### config.mk
export PLATFORM = sky130hd
export DESIGN_NAME = dual_sensor_odometry_pose
export DESIGN_NICKNAME = d
export VERILOG_FILES = /design/src/dso_pkg.sv /design/src/dual_sensor_odometry_pose.sv /design/src/dso_norm.sv /design/src/dso_cordic.sv
export SDC_FILE = /design/constraint.sdc
export NUM_CORES = 2
export LEC_CHECK = 0
export ABC_CLOCK_PERIOD_IN_PS = 10400
export BUFFER_PORTS_ARGS = -buffer_cell sky130_fd_sc_hd__buf_2
export CAP_MARGIN = 20
export CORE_UTILIZATION = 30
export DETAILED_ROUTE_END_ITERATION = 8
export SLEW_MARGIN = 20
export SYNTH_ARGS = -nofsm -noshare
export SYNTH_HDL_FRONTEND = slang
export SYNTH_SLANG_ARGS = --single-unit
### constraint.sdc
create_clock -name aclk -period 10.4 [get_ports aclk]
set_input_delay 1.04 -clock aclk [delete_from_list [all_inputs] [get_ports aclk]]
set_output_delay 1.04 -clock aclk [all_outputs]
set_load 0.005 [all_outputs]
### src/dso_pkg.sv
// ----------------------------------------------------------------------------
// dso_pkg: shared widths, constants and arctangent table
// Widths of the accumulators, the normalized vector and the angle word, and
// the arctangent table used by the iterative CORDIC unit.
// ----------------------------------------------------------------------------
package dso_pkg;

    localparam int ACC_WIDTH    = 32;
    localparam int CORDIC_STEPS = 16;

    localparam int SEP_W     = 16;
    localparam int IN_W      = 16;
    localparam int SUM_W     = 33;
    localparam int YAW_W     = 16;
    localparam int DX_W      = ACC_WIDTH + 2;
    localparam int DY_W      = ACC_WIDTH + 1;

    // normalized vector: top set bit lands on bit NORM_W-1
    localparam int NORM_W      = 60;
    localparam int NORM_STAGES = 6;
    localparam int NSTG_W      = $clog2(NORM_STAGES);
    localparam int NSH_W       = NORM_STAGES + 1;

    localparam int CORDIC_W  = 64;
    localparam int STEP_W    = $clog2(CORDIC_STEPS);
    localparam int TAB_LEN   = 24;
    localparam int TAB_IDX_W = $clog2(TAB_LEN);

    // angle in units of pi / 2^31
    localparam int Z_W = 34;
    localparam logic signed [Z_W-1:0] Z_PI      = Z_W'(64'sd2147483648);
    localparam logic signed [Z_W-1:0] Z_HALF_PI = Z_W'(64'sd1073741824);

    localparam logic [YAW_W-1:0] YAW_ZERO    = YAW_W'(0);
    localparam logic [YAW_W-1:0] YAW_HALF_PI = YAW_W'(16384);
    localparam logic [YAW_W-1:0] YAW_PI      = YAW_W'(32768);

    typedef struct packed {
        logic busy;
        logic done;
    } unit_stat_t;

    function automatic logic signed [Z_W-1:0] atan_entry(input logic [TAB_IDX_W-1:0] idx);
        logic signed [Z_W-1:0] v;
        case (idx)
            5'd0:    v = Z_W'(536870912);
            5'd1:    v = Z_W'(316933406);
            5'd2:    v = Z_W'(167458907);
            5'd3:    v = Z_W'(85004756);
            5'd4:    v = Z_W'(42667331);
            5'd5:    v = Z_W'(21354465);
            5'd6:    v = Z_W'(10679838);
            5'd7:    v = Z_W'(5340245);
            5'd8:    v = Z_W'(2670163);
            5'd9:    v = Z_W'(1335087);
            5'd10:   v = Z_W'(667544);
            5'd11:   v = Z_W'(333772);
            5'd12:   v = Z_W'(166886);
            5'd13:   v = Z_W'(83443);
            5'd14:   v = Z_W'(41722);
            5'd15:   v = Z_W'(20861);
            5'd16:   v = Z_W'(10430);
            5'd17:   v = Z_W'(5215);
            5'd18:   v = Z_W'(2608);
            5'd19:   v = Z_W'(1304);
            5'd20:   v = Z_W'(652);
            5'd21:   v = Z_W'(326);
            5'd22:   v = Z_W'(163);
            5'd23:   v = Z_W'(81);
            default: v = '0;
        endcase
        return v;
    endfunction

endpackage

### src/dual_sensor_odometry_pose.sv
// ----------------------------------------------------------------------------
// dual_sensor_odometry_pose: two-sensor odometry with CORDIC heading
// Accumulates left and right sensor shifts, reports the midpoint sums and the
// heading angle of the left-minus-right vector.
// ----------------------------------------------------------------------------
// Each input item adds four 16-bit shift counts to four saturating position
// accumulators and yields one result item: the x and y sums of the two sensor
// positions (midpoint in half counts) and the heading of the vector from the
// right sensor to the left one, 0..pi with 32768 standing for pi. The sensors
// start 100 counts apart on the x axis; a write on the cfg channel changes
// that spacing and takes effect on each item that forms its vector after the
// write. When the sensors coincide the result flags degenerate and repeats
// the last heading. In the general case an item steps through forming and
// classifying the vector, six normalizing shift steps and a hand-off, one
// CORDIC micro-rotation per cycle for CORDIC_STEPS iterations (16), rounding
// the angle, and loading the output register once it is free. A new item is
// taken only after the last one has loaded the output register. An
// axis-aligned or degenerate vector skips the normalizer and CORDIC unit and
// goes straight from classification to the output register. s_ready is high
// only while no item is in flight; a finished result waits in the output
// register, so a new item is taken meanwhile.
// ----------------------------------------------------------------------------
module dual_sensor_odometry_pose (
    input  logic                              aclk,
    input  logic                              aresetn,

    input  logic                              s_valid,
    output logic                              s_ready,
    input  logic signed [dso_pkg::IN_W-1:0]   s_left_dx,
    input  logic signed [dso_pkg::IN_W-1:0]   s_left_dy,
    input  logic signed [dso_pkg::IN_W-1:0]   s_right_dx,
    input  logic signed [dso_pkg::IN_W-1:0]   s_right_dy,

    output logic                              m_valid,
    input  logic                              m_ready,
    output logic signed [dso_pkg::SUM_W-1:0]  m_mid_x_sum,
    output logic signed [dso_pkg::SUM_W-1:0]  m_mid_y_sum,
    output logic [dso_pkg::YAW_W-1:0]         m_yaw_code,
    output logic                              m_degenerate,

    input  logic                              cfg_valid,
    output logic                              cfg_ready,
    input  logic [dso_pkg::SEP_W-1:0]         cfg_data
);

    localparam logic [2:0] ST_IDLE = 3'd0;
    localparam logic [2:0] ST_DIFF = 3'd1;
    localparam logic [2:0] ST_SORT = 3'd2;
    localparam logic [2:0] ST_NORM = 3'd3;
    localparam logic [2:0] ST_ROT  = 3'd4;
    localparam logic [2:0] ST_FIN  = 3'd5;

    localparam int AW = dso_pkg::ACC_WIDTH;
    localparam int WIDE_W = 64;
    localparam logic signed [WIDE_W-1:0] SUM_HI = 64'sd4294967295;
    localparam logic signed [WIDE_W-1:0] SUM_LO = -64'sd4294967296;
    localparam logic signed [dso_pkg::Z_W-1:0] ROUND_HALF = dso_pkg::Z_W'(32768);

    // saturating accumulate of one sign-extended shift count
    function automatic logic signed [AW-1:0] sat_add(input logic signed [AW-1:0] a,
                                                     input logic signed [dso_pkg::IN_W-1:0] d);
        logic signed [AW:0] s;
        logic signed [AW-1:0] r;
        s = (AW+1)'(a) + (AW+1)'(d);
        if (s[AW] != s[AW-1]) begin
            r = s[AW] ? {1'b1, {(AW-1){1'b0}}} : {1'b0, {(AW-1){1'b1}}};
        end else begin
            r = s[AW-1:0];
        end
        return r;
    endfunction

    // sum of two positions, clamped to the output range
    function automatic logic signed [dso_pkg::SUM_W-1:0] sum_sat(input logic signed [AW-1:0] a,
                                                                 input logic signed [AW-1:0] b);
        logic signed [WIDE_W-1:0] s;
        logic signed [WIDE_W-1:0] c;
        s = WIDE_W'(a) + WIDE_W'(b);
        if (s > SUM_HI) begin
            c = SUM_HI;
        end else if (s < SUM_LO) begin
            c = SUM_LO;
        end else begin
            c = s;
        end
        return c[dso_pkg::SUM_W-1:0];
    endfunction

    logic [2:0] state_reg, state_next;

    logic signed [AW-1:0] lx_reg, lx_next;
    logic signed [AW-1:0] ly_reg, ly_next;
    logic signed [AW-1:0] rx_reg, rx_next;
    logic signed [AW-1:0] ry_reg, ry_next;
    logic [dso_pkg::SEP_W-1:0] sep_reg, sep_next;
    logic [dso_pkg::YAW_W-1:0] last_yaw_reg, last_yaw_next;

    logic signed [dso_pkg::DX_W-1:0] dx_reg, dx_next;
    logic [dso_pkg::DY_W-1:0]        dy_reg, dy_next;
    logic signed [dso_pkg::Z_W-1:0]  z0_reg, z0_next;

    logic signed [dso_pkg::SUM_W-1:0] sum_x_reg, sum_x_next;
    logic signed [dso_pkg::SUM_W-1:0] sum_y_reg, sum_y_next;
    logic [dso_pkg::YAW_W-1:0]        yaw_reg, yaw_next;
    logic                             degen_reg, degen_next;

    logic                             m_valid_reg, m_valid_next;
    logic signed [dso_pkg::SUM_W-1:0] m_x_reg, m_x_next;
    logic signed [dso_pkg::SUM_W-1:0] m_y_reg, m_y_next;
    logic [dso_pkg::YAW_W-1:0]        m_yaw_reg, m_yaw_next;
    logic                             m_degen_reg, m_degen_next;

    logic signed [dso_pkg::DY_W-1:0] dy_raw;
    logic [dso_pkg::DX_W-1:0]        dx_neg;
    logic signed [dso_pkg::Z_W-1:0]  z_clamp;
    logic signed [dso_pkg::Z_W-1:0]  z_round;

    logic                        norm_start;
    logic [dso_pkg::NORM_W-1:0]  norm_a_in, norm_b_in;
    logic [dso_pkg::NORM_W-1:0]  norm_a, norm_b;
    dso_pkg::unit_stat_t         norm_stat;

    logic                        cordic_start;
    logic signed [dso_pkg::Z_W-1:0] cordic_z;
    dso_pkg::unit_stat_t         cordic_stat;

    logic in_take;
    logic out_free;

    assign s_ready   = (state_reg == ST_IDLE) && !norm_stat.busy && !cordic_stat.busy;
    assign cfg_ready = 1'b1;
    assign in_take   = s_valid && s_ready;
    assign out_free  = !m_valid_reg || m_ready;

    dso_norm u_norm (
        .aclk    (aclk),
        .aresetn (aresetn),
        .start   (norm_start),
        .a_in    (norm_a_in),
        .b_in    (norm_b_in),
        .stat    (norm_stat),
        .a_out   (norm_a),
        .b_out   (norm_b)
    );

    dso_cordic u_cordic (
        .aclk    (aclk),
        .aresetn (aresetn),
        .start   (cordic_start),
        .x_in    (dso_pkg::CORDIC_W'(norm_a)),
        .y_in    (dso_pkg::CORDIC_W'(norm_b)),
        .z_in    (z0_reg),
        .stat    (cordic_stat),
        .z_out   (cordic_z)
    );

    always_comb begin
        dy_raw = dso_pkg::DY_W'(ly_reg) - dso_pkg::DY_W'(ry_reg);
        dx_neg = -dx_reg;
        // clamp the angle to 0..pi, then round half up to pi/32768 units
        if (cordic_z < 0) begin
            z_clamp = '0;
        end else if (cordic_z > dso_pkg::Z_PI) begin
            z_clamp = dso_pkg::Z_PI;
        end else begin
            z_clamp = cordic_z;
        end
        z_round = z_clamp + ROUND_HALF;
    end

    always_comb begin
        state_next    = state_reg;
        lx_next       = lx_reg;
        ly_next       = ly_reg;
        rx_next       = rx_reg;
        ry_next       = ry_reg;
        sep_next      = sep_reg;
        last_yaw_next = last_yaw_reg;
        dx_next       = dx_reg;
        dy_next       = dy_reg;
        z0_next       = z0_reg;
        sum_x_next    = sum_x_reg;
        sum_y_next    = sum_y_reg;
        yaw_next      = yaw_reg;
        degen_next    = degen_reg;
        m_valid_next  = m_valid_reg;
        m_x_next      = m_x_reg;
        m_y_next      = m_y_reg;
        m_yaw_next    = m_yaw_reg;
        m_degen_next  = m_degen_reg;
        norm_start    = 1'b0;
        norm_a_in     = '0;
        norm_b_in     = '0;
        cordic_start  = 1'b0;

        if (cfg_valid) begin
            sep_next = cfg_data;
        end

        // drop the shown result once it is taken
        if (m_valid_reg && m_ready) begin
            m_valid_next = 1'b0;
        end

        case (state_reg)
            ST_IDLE: begin
                if (in_take) begin
                    lx_next    = sat_add(lx_reg, s_left_dx);
                    ly_next    = sat_add(ly_reg, s_left_dy);
                    rx_next    = sat_add(rx_reg, s_right_dx);
                    ry_next    = sat_add(ry_reg, s_right_dy);
                    state_next = ST_DIFF;
                end
            end
            ST_DIFF: begin
                // separation cancels in the x sum; dx carries it live
                dx_next    = dso_pkg::DX_W'($signed({1'b0, sep_reg}))
                           + dso_pkg::DX_W'(lx_reg) - dso_pkg::DX_W'(rx_reg);
                dy_next    = dy_raw[dso_pkg::DY_W-1] ? unsigned'(-dy_raw) : unsigned'(dy_raw);
                sum_x_next = sum_sat(lx_reg, rx_reg);
                sum_y_next = sum_sat(ly_reg, ry_reg);
                state_next = ST_SORT;
            end
            ST_SORT: begin
                degen_next = 1'b0;
                state_next = ST_FIN;
                if (dx_reg == '0 && dy_reg == '0) begin
                    // coinciding sensors: hold the last heading
                    degen_next = 1'b1;
                    yaw_next   = last_yaw_reg;
                end else if (dy_reg == '0) begin
                    yaw_next = (dx_reg > 0) ? dso_pkg::YAW_ZERO : dso_pkg::YAW_PI;
                end else if (dx_reg == '0) begin
                    yaw_next = dso_pkg::YAW_HALF_PI;
                end else if (dx_reg > 0) begin
                    norm_start = 1'b1;
                    norm_a_in  = dso_pkg::NORM_W'(unsigned'(dx_reg));
                    norm_b_in  = dso_pkg::NORM_W'(dy_reg);
                    z0_next    = '0;
                    state_next = ST_NORM;
                end else begin
                    // left half plane: turn by -pi/2 first
                    norm_start = 1'b1;
                    norm_a_in  = dso_pkg::NORM_W'(dy_reg);
                    norm_b_in  = dso_pkg::NORM_W'(dx_neg);
                    z0_next    = dso_pkg::Z_HALF_PI;
                    state_next = ST_NORM;
                end
            end
            ST_NORM: begin
                if (norm_stat.done) begin
                    cordic_start = 1'b1;
                    state_next   = ST_ROT;
                end
            end
            ST_ROT: begin
                if (cordic_stat.done) begin
                    yaw_next   = z_round[31:16];
                    state_next = ST_FIN;
                end
            end
            ST_FIN: begin
                // hold until the output register is free
                if (out_free) begin
                    m_valid_next  = 1'b1;
                    m_x_next      = sum_x_reg;
                    m_y_next      = sum_y_reg;
                    m_yaw_next    = yaw_reg;
                    m_degen_next  = degen_reg;
                    last_yaw_next = yaw_reg;
                    state_next    = ST_IDLE;
                end
            end
            default: begin
                state_next = ST_IDLE;
            end
        endcase
    end

    always_ff @(posedge aclk) begin
        dx_reg      <= dx_next;
        dy_reg      <= dy_next;
        z0_reg      <= z0_next;
        sum_x_reg   <= sum_x_next;
        sum_y_reg   <= sum_y_next;
        yaw_reg     <= yaw_next;
        degen_reg   <= degen_next;
        m_x_reg     <= m_x_next;
        m_y_reg     <= m_y_next;
        m_yaw_reg   <= m_yaw_next;
        m_degen_reg <= m_degen_next;
        if (!aresetn) begin
            state_reg    <= ST_IDLE;
            lx_reg       <= '0;
            ly_reg       <= '0;
            rx_reg       <= '0;
            ry_reg       <= '0;
            sep_reg      <= dso_pkg::SEP_W'(100);
            last_yaw_reg <= '0;
            m_valid_reg  <= 1'b0;
        end else begin
            state_reg    <= state_next;
            lx_reg       <= lx_next;
            ly_reg       <= ly_next;
            rx_reg       <= rx_next;
            ry_reg       <= ry_next;
            sep_reg      <= sep_next;
            last_yaw_reg <= last_yaw_next;
            m_valid_reg  <= m_valid_next;
        end
    end

    assign m_valid      = m_valid_reg;
    assign m_mid_x_sum  = m_x_reg;
    assign m_mid_y_sum  = m_y_reg;
    assign m_yaw_code   = m_yaw_reg;
    assign m_degenerate = m_degen_reg;

endmodule

### src/dso_norm.sv
// ----------------------------------------------------------------------------
// dso_norm: iterative vector normalizer
// Shifts two magnitudes left together until the larger one reaches the top
// bit, testing one power-of-two shift amount per cycle (32 down to 1).
// ----------------------------------------------------------------------------
module dso_norm (
    input  logic                        aclk,
    input  logic                        aresetn,
    input  logic                        start,
    input  logic [dso_pkg::NORM_W-1:0]  a_in,
    input  logic [dso_pkg::NORM_W-1:0]  b_in,
    output dso_pkg::unit_stat_t         stat,
    output logic [dso_pkg::NORM_W-1:0]  a_out,
    output logic [dso_pkg::NORM_W-1:0]  b_out
);

    logic [dso_pkg::NORM_W-1:0] a_reg, a_next;
    logic [dso_pkg::NORM_W-1:0] b_reg, b_next;
    logic [dso_pkg::NSTG_W-1:0] stage_reg, stage_next;
    logic                       busy_reg, busy_next;
    logic                       done_reg, done_next;

    logic [dso_pkg::NSH_W-1:0]  shamt;
    logic [dso_pkg::NORM_W-1:0] or_w;
    logic                       fits;

    always_comb begin
        shamt = dso_pkg::NSH_W'(1) << (dso_pkg::NSTG_W'(dso_pkg::NORM_STAGES - 1) - stage_reg);
        or_w  = a_reg | b_reg;
        fits  = (or_w >> (dso_pkg::NSH_W'(dso_pkg::NORM_W) - shamt)) == '0;
    end

    always_comb begin
        a_next     = a_reg;
        b_next     = b_reg;
        stage_next = stage_reg;
        busy_next  = busy_reg;
        done_next  = 1'b0;
        if (start) begin
            a_next     = a_in;
            b_next     = b_in;
            stage_next = '0;
            busy_next  = 1'b1;
        end else if (busy_reg) begin
            // shift only while the top bit stays inside the word
            if (fits) begin
                a_next = a_reg << shamt;
                b_next = b_reg << shamt;
            end
            if (stage_reg == dso_pkg::NSTG_W'(dso_pkg::NORM_STAGES - 1)) begin
                busy_next = 1'b0;
                done_next = 1'b1;
            end else begin
                stage_next = stage_reg + 1'b1;
            end
        end
    end

    always_ff @(posedge aclk) begin
        a_reg     <= a_next;
        b_reg     <= b_next;
        stage_reg <= stage_next;
        if (!aresetn) begin
            busy_reg <= 1'b0;
            done_reg <= 1'b0;
        end else begin
            busy_reg <= busy_next;
            done_reg <= done_next;
        end
    end

    assign stat.busy = busy_reg;
    assign stat.done = done_reg;
    assign a_out     = a_reg;
    assign b_out     = b_reg;

endmodule

### src/dso_cordic.sv
// ----------------------------------------------------------------------------
// dso_cordic: iterative CORDIC vectoring unit
// One shift-add micro-rotation per cycle drives y toward zero and
// accumulates the angle from the arctangent table.
// ----------------------------------------------------------------------------
module dso_cordic (
    input  logic                              aclk,
    input  logic                              aresetn,
    input  logic                              start,
    input  logic signed [dso_pkg::CORDIC_W-1:0] x_in,
    input  logic signed [dso_pkg::CORDIC_W-1:0] y_in,
    input  logic signed [dso_pkg::Z_W-1:0]      z_in,
    output dso_pkg::unit_stat_t               stat,
    output logic signed [dso_pkg::Z_W-1:0]      z_out
);

    logic signed [dso_pkg::CORDIC_W-1:0] x_reg, x_next;
    logic signed [dso_pkg::CORDIC_W-1:0] y_reg, y_next;
    logic signed [dso_pkg::Z_W-1:0]      z_reg, z_next;
    logic [dso_pkg::STEP_W-1:0]          step_reg, step_next;
    logic                                busy_reg, busy_next;
    logic                                done_reg, done_next;

    logic signed [dso_pkg::CORDIC_W-1:0] xs, ys;
    logic signed [dso_pkg::Z_W-1:0]      angle;

    always_comb begin
        xs    = x_reg >>> step_reg;
        ys    = y_reg >>> step_reg;
        angle = dso_pkg::atan_entry(dso_pkg::TAB_IDX_W'(step_reg));
    end

    always_comb begin
        x_next    = x_reg;
        y_next    = y_reg;
        z_next    = z_reg;
        step_next = step_reg;
        busy_next = busy_reg;
        done_next = 1'b0;
        if (start) begin
            x_next    = x_in;
            y_next    = y_in;
            z_next    = z_in;
            step_next = '0;
            busy_next = 1'b1;
        end else if (busy_reg) begin
            if (!y_reg[dso_pkg::CORDIC_W-1]) begin
                x_next = x_reg + ys;
                y_next = y_reg - xs;
                z_next = z_reg + angle;
            end else begin
                x_next = x_reg - ys;
                y_next = y_reg + xs;
                z_next = z_reg - angle;
            end
            if (step_reg == dso_pkg::STEP_W'(dso_pkg::CORDIC_STEPS - 1)) begin
                busy_next = 1'b0;
                done_next = 1'b1;
            end else begin
                step_next = step_reg + 1'b1;
            end
        end
    end

    always_ff @(posedge aclk) begin
        x_reg    <= x_next;
        y_reg    <= y_next;
        z_reg    <= z_next;
        step_reg <= step_next;
        if (!aresetn) begin
            busy_reg <= 1'b0;
            done_reg <= 1'b0;
        end else begin
            busy_reg <= busy_next;
            done_reg <= done_next;
        end
    end

    assign stat.busy = busy_reg;
    assign stat.done = done_reg;
    assign z_out     = z_reg;

endmodule

After elaboration in Yosys (flattened, before gate mapping)
Memory sizes are Yosys's and may differ from the RTL's. A register that Yosys moved wholly into a read port is not among the register bits.
Cells that the tools add are included.
{"block": "word_totals", "out_inout_bits": 86, "romBits": 480, "wordCells": 194, "in_bits": 85, "memories": 1, "ff_bits": 724}
{"memory": "(name not given)", "depth": 16, "word_bits": 30, "rd": 1, "rd_ports_with_merged_regs": 1, "wr": 0, "line": "dso_pkg.sv:45", "source": "case (idx)"}
{"block": "classes", "bitwise_logic": 9, "shift": 6, "reduce_logical": 27, "muxes": 73, "n_lt_le_gt_ge": 7, "add_sub_neg": 22, "eq_ne": 16}
{"op": "60-bit two-way mux", "n": 10}
{"op": "34-bit two-way mux", "n": 13}
{"op": "32-bit two-way mux", "n": 11}
{"op": "32-bit by 16-bit adder with 33-bit output", "n": 4}
{"op": "64-bit adder", "n": 2}
{"op": "64-bit two-way mux", "n": 2}
{"op": "64-bit by 4-bit >>> shifter with 64-bit output", "n": 2}
{"op": "64-bit subtractor", "n": 2}
{"op": "60-bit by 7-bit << shifter with 60-bit output", "n": 2}
{"op": "16-bit two-way mux", "n": 5}
{"op": "32-bit by 32-bit adder with 33-bit output", "n": 2}
{"op": "33-bit greater-than comparator (second input constant)", "n": 2}
{"op": "33-bit < comparator (second input constant)", "n": 2}
{"op": "33-bit two-way mux", "n": 2}
{"op": "60-bit logical NOT", "n": 1}
{"op": "60-bit bitwise OR", "n": 1}
{"op": "60-bit by 7-bit right shift with 60-bit output", "n": 1}
{"op": "34-bit adder", "n": 1}
{"op": "34-bit by 1-bit greater-than comparator with 1-bit output (second input constant)", "n": 1}
{"op": "34-bit by 33-bit greater-than comparator with 1-bit output (second input constant)", "n": 1}
{"op": "34-bit logical NOT", "n": 1}
{"op": "34-bit by 1-bit < comparator with 1-bit output (second input constant)", "n": 1}
{"op": "34-bit negation", "n": 1}
{"op": "33-bit by 32-bit subtractor with 34-bit output", "n": 1}
{"op": "35 further kinds", "n": 89}

Depth between registers and ports, before layout
{"block": "logic_depth", "depth_word": 8, "ltp_mapped": 34, "mapped_depth_nobuf": 28}

Cells and area by module
From an unflattened synthesis, not the netlist that was laid out.
{"block": "unflattened", "hier_cells": 8464, "area_unflattened_um2": 71444.8}
{"mod": "dual_sensor_odometry_pose", "instances": 1, "area_each_um2": 31397.6, "seq_area_each_um2": 10309.9, "cells_each": 3674}
{"mod": "dso_cordic", "instances": 1, "area_each_um2": 27003.4, "seq_area_each_um2": 5585.4, "cells_each": 3259}
{"mod": "dso_norm", "instances": 1, "area_each_um2": 13043.8, "seq_area_each_um2": 3703.6, "cells_each": 1531}

Worst setup path after synthesis
Ideal clock, no wire load.
{"block": "synth_timing", "path_type": "flip-flop to flip-flop", "startpoint": "register u_norm.stage_reg[1] (netlist bit)", "endpoint": "register u_norm.a_reg, in the netlist u_norm.a_out[0] (enable)", "synth_period_minus_slack_ns": 9.961, "path_buffers": 5, "t_required_ns": 9.761, "t_arrival_ns": 9.322, "stages_incl_launch_ff": 17, "path_slack_ns": 0.439, "setup_ns": 0.639, "cell_sequence": "dfxtp_1 inv_1 ha_1 clkbuf_1 nor2b_1 clkbuf_1 clkbuf_1 clkbuf_1 clkbuf_1 o211ai_1 nor3_1 o221ai_1 a211oi_1 o21ai_0 nor4_1 o221ai_1 a21oi_1"}
{"block": "synth_between", "elab_chain_len": 7}
{"item": "start, declared", "line": "dso_norm.sv:19", "source": "logic [dso_pkg::NSTG_W-1:0] stage_reg, stage_next;"}
{"item": "start signal, assigned", "line": "dso_norm.sv:62", "source": "stage_reg <= stage_next;"}
{"item": "3-bit subtractor", "line": "dso_norm.sv:28", "source": "shamt = dso_pkg::NSH_W'(1) << (dso_pkg::NSTG_W'(dso_pkg::NORM_STAGES - 1) - stage_reg);"}
{"item": "1-bit by 3-bit << shifter with 7-bit output", "line": "dso_norm.sv:28"}
{"item": "6-bit by 7-bit subtractor with 7-bit output", "line": "dso_norm.sv:30", "source": "fits = (or_w >> (dso_pkg::NSH_W'(dso_pkg::NORM_W) - shamt)) == '0;"}
{"item": "60-bit by 7-bit right shift with 60-bit output", "line": "dso_norm.sv:30"}
{"item": "60-bit logical NOT", "line": "dso_norm.sv:30"}
{"item": "2-bit nonzero test (no line)"}
{"item": "2-bit AND reduction (no line)"}
{"item": "end signal, assigned", "line": "dso_norm.sv:60", "source": "a_reg <= a_next;"}
{"item": "end, declared", "line": "dso_norm.sv:17", "source": "logic [dso_pkg::NORM_W-1:0] a_reg, a_next;"}
No other way between the ends.
A chain may end at the register's enable or synchronous reset.

Final worst setup path
{"block": "layout_timing", "startpoint": "register u_cordic.step_reg[2] (netlist bit)", "endpoint": "register u_cordic.x_reg[63] (netlist bit)"}
{"block": "layout_between", "elab_chain_len": 3, "elab_cells_between_ends": 4, "cone_classes": "add/sub: 2; shift: 1; mux: 1"}
{"item": "start, declared", "line": "dso_cordic.sv:20", "source": "logic [dso_pkg::STEP_W-1:0] step_reg, step_next;"}
{"item": "start signal, assigned", "line": "dso_cordic.sv:69", "source": "step_reg <= step_next;"}
{"item": "64-bit by 4-bit >>> shifter with 64-bit output *", "line": "dso_cordic.sv:29", "source": "ys = y_reg >>> step_reg;"}
{"item": "64-bit adder or 64-bit subtractor (tied branches)", "line": "dso_cordic.sv:48, dso_cordic.sv:52"}
{"item": "64-bit two-way mux *", "line": "dso_cordic.sv:47", "source": "if (!y_reg[dso_pkg::CORDIC_W-1]) begin"}
{"item": "end signal, assigned", "line": "dso_cordic.sv:66", "source": "x_reg <= x_next;"}
{"item": "end, declared", "line": "dso_cordic.sv:17", "source": "logic signed [dso_pkg::CORDIC_W-1:0] x_reg, x_next;"}
Every way passes the cells marked *; elsewhere a longest branch is shown, timed or not.

==> implementation parameters <==
Parameter                              Value

Outcome
  Status    finished clean

Synth
  Post-synth top cells    sky130_fd_sc_hd__a21oi_1 (779), sky130_fd_sc_hd__nor2_1 (769), sky130_fd_sc_hd__nand2_1 (764)
  Number of warnings reported in the yosys synthesis log    0
  Share of the synthesized area in the top cell type    22.5%
  Synthesized-area fraction occupied by ao, oa, aoi and oai cells    between 20% and 30%
  Post-Syn Area    slightly below 70,000 um^2
  Gate count after technology mapping    slightly below 8k
  Cells taking the most area after synthesis    sky130_fd_sc_hd__edfxtp_1 (22%), sky130_fd_sc_hd__ha_1 (8.7%), sky130_fd_sc_hd__mux2i_1 (7.4%)
  Largest family of logic cells by synthesized area    compound AO/OA/AOI/OAI gates
  Async set or reset register ratio after synthesis    0%
  Most common cell in the netlist    sky130_fd_sc_hd__a21oi_1
  Post-Syn Area per Cell    roughly 8.5 um^2
  Fraction of synthesized area in multiplexers    12.6%
  Mapped Nets    8,532
  Fraction of the yosys area taken by sequential cells    between 20% and 30%
  Number of distinct library cell variants in the gate-level netlist after synthesis    91
  Xor and xnor fraction of the mapped netlist area    under 10%
  Yosys top cell by area    sky130_fd_sc_hd__edfxtp_1
  Synthesis-stage register bit count    721
  Synth Area in Adders    approximately a tenth
  Number of synthesized flops with an enable pin    around 510
  Simple logic cell fraction of the synthesized area    roughly 16%
  Top flip-flop cell by instance count after synthesis    sky130_fd_sc_hd__edfxtp_1

Global route
  Total congestion overflow    0
  Vias in the first global route    roughly 60k
  Wire length of the first global-routing pass    358 mm
  Antenna violations before repair    10
  Total routing usage reported by global routing    around 20%
  Largest net degree at the start of global routing    175

Flow run
  Max-cap violations    0

Floorplanning
  Initial Util    between 30% and 40%
  Count of pins on the block boundary    about 170
  Rows    about 170
  Die width    478 um
  Die area    between 200,000 and 250,000 um^2
  Standard cell core area    about 220,000 um^2
  Die Y-Extent    ~480 um

Clock network
  Clock sink count    slightly above 700
  Number of buffers inserted for hold repair after clock tree synthesis    0
  Maximum level of the CTS H-tree    3
  Source-to-sink clock delay at the later pin of the worst-skew pair    0.76 ns
  Clock Tree Root    sky130_fd_sc_hd__clkbuf_16
  Postcts setup bufs    0
  CTS tree    done
  Clock buffer count from CTS    90
  Clock slew seen by the registers of the worst setup and hold paths    approximately 0.070 ns
  Clock Path Buffers    3
  Post-CTS resize count    0

STA
  Total count of hold-check failures in the final report    0
  Accumulated negative setup slack    0 ns
  Worst relative slew slack    25.8%
  Final clock period utilization by the worst path    between 70% and 80%
  Setup repair after global routing missed its margin    false
  Clock Skews    about 0.083 ns
  Time the worst path needs with I/O delays and setup    around 8.1 ns
  Setup violation total in the final timing report    0
  Total count of max-transition violations in the final report    0
  Max frequency    roughly 120 MHz
  Worst-Margin Slew    about 1.1 ns

Drt
  Routed via count    between 60k and 70k
  Total wire length after detailed routing    ~240 mm
  Remaining routing DRC violations    0
  Post-detailed-route via-to-cell ratio    5.68
  DRT Pass-1 Iters    6
  WL per Instance    around 22 um
  Remaining number of nets flagged by the antenna check after routing    0
  Drt first-iter violations    slightly above 6k

Critical path
  Crit path launch type    flop
  Crit path arrival time    around 8.7 ns
  Largest fanout on the critical path    70
  WP data required    11.02 ns
  Endpoint kind of the worst setup timing path    flop
  Worst R2R Setup Slack    between 2 and 2.5 ns
  WS Path Type    flop to flop

Pwr
  Power Dens Cells    roughly 220 nW/um^2
  Worst ir drop on vdd    0.152 mV
  Leakage    roughly 30 nW

Min path
  Worst hold path class    flop to flop

Layout
  Area grow syn2layout    9.72%
  Ratio of cells with drive above 1 in the final layout    about 8.5%
  Number of nets in the final layout    around 8.4k
  Fin area    around 75,000 um^2

Placed design
  # port buffers    169
  Routability Congestion    a little under 1
  Area after detailed placement    between 70,000 and 80,000 um^2
  Hpwl dp    about 180 mm
## layer usage
| metal | routed length (um) | track usage (%) | vias to the layer above | share of wire (%) |
|---|---|---|---|---|
| li1 | - | - | 29011 | - |
| met4 | 9090 | 7.44 | 8 | 3.8 |
| met1 | 104000 | 27.1 | 29997 | 44 |
| met2 | 104000 | 31.3 | 2535 | 44 |
| met5 | 46 | 0 | - | 0.019 |
| met3 | 20300 | 3.83 | 457 | 8.6 |
## area by class of cell
type,instances,area [um^2]
Fill cell,23291,150000
Sequential cell,721,19500
Multi-Input combinational cell,6454,45500
Tap cell,2992,3740
Timing Repair Buffer,245,1460
Inverter,329,1250
Clock buffer,108,2340
Antenna cell,1,2.50
Clock inverter,60,647
## placed cells by master (no fill, tap or decap), drive strengths merged, types with 48 or more instances in the layout
cell type	synthesis	final
a21oi	779	779
nor2	769	769
nand2	764	764
edfxtp	508	508
mux2i	504	504
o21ai	475	475
ha	473	473
xnor2	374	374
inv	325	328
buf	118	245
dfxtp	213	213
xor2	203	203
a21o	194	194
nor3	181	181
nand3	146	146
mux4	132	132
a31oi	120	120
clkbuf	326	108
nand2b	79	79
a221oi	77	77
nor2b	76	76
o22ai	71	71
o21bai	69	69
nand4	68	68
and3	66	66
and2	66	66
a211oi	53	53
o211ai	53	53
o21a	51	51
nor4	48	48
## stage by stage
stage,util (%),worst slack (ns),power (mW),instances,hold slack [ns]
finish,33.1,2.29,16.2,10910,0.410
global route,33.1,1.72,17.0,10909,0.413
CTS,33.1,2.35,16.1,10909,0.405
detailed placement,31.8,2.41,12.7,10741,0.405
global placement,31.8,2.36,12.6,10741,0.404
floorplan,-,0.439,10.1,7948,0.400
## worst max-delay path, cell delays in order (launching register included)
cell	delay (ns)
sky130_fd_sc_hd__dfxtp_4	0.87
sky130_fd_sc_hd__clkinv_1	0.90
sky130_fd_sc_hd__mux2_2	0.56
sky130_fd_sc_hd__or3_1	0.31
sky130_fd_sc_hd__a221oi_1	0.41
sky130_fd_sc_hd__o21ai_0	0.34
sky130_fd_sc_hd__nor3b_1	0.45
sky130_fd_sc_hd__nand2_1	0.11
sky130_fd_sc_hd__nor4_1	0.41
sky130_fd_sc_hd__o21ai_0	0.21
sky130_fd_sc_hd__nor2_1	0.17
sky130_fd_sc_hd__xnor2_1	0.15
sky130_fd_sc_hd__ha_1	0.33
sky130_fd_sc_hd__a21o_1	0.20
sky130_fd_sc_hd__a21o_1	0.17
sky130_fd_sc_hd__a21o_1	0.19
sky130_fd_sc_hd__a21o_1	0.20
sky130_fd_sc_hd__a221oi_1	0.31
sky130_fd_sc_hd__o21a_1	0.23
sky130_fd_sc_hd__o21ai_0	0.22
sky130_fd_sc_hd__o31ai_1	0.44
sky130_fd_sc_hd__o21ai_0	0.20
sky130_fd_sc_hd__xnor2_1	0.24
sky130_fd_sc_hd__a21oi_1	0.09
sky130_fd_sc_hd__a31o_2	0.24
## final timing paths
kind                                            from                  to  cells past startpoint
worst max-delay path            u_cordic.step_reg[2]  u_cordic.x_reg[63]                     24
worst min-delay path                    sum_y_reg[6]      m_mid_y_sum[6]                      0
worst max register to register  u_cordic.step_reg[2]  u_cordic.x_reg[63]                     24
worst min register to register          sum_y_reg[6]      m_mid_y_sum[6]                      0
## cell families (layout without fill, tap and decap cells)
logic type | Yosys count | in the layout
AOI/OAI and AO/OA | 2237 | 2237
xor gates and xnor gates | 577 | 577
adders and majority gates | 543 | 543
buffers and inverters | 773 | 742
DFF | 721 | 721
muxes | 682 | 682
other | 1 | 2
and+or+nand+nor | 2414 | 2414
## where the power goes
group	internal (mW)	switching, mW	leakage [nW]
combinational	3.01	5.26	21.9
clock	1.84	1.41	1.44
sequential	3.91	0.734	6.40
total	8.76	7.41	29.7
Power figures use the tool's default switching activity.
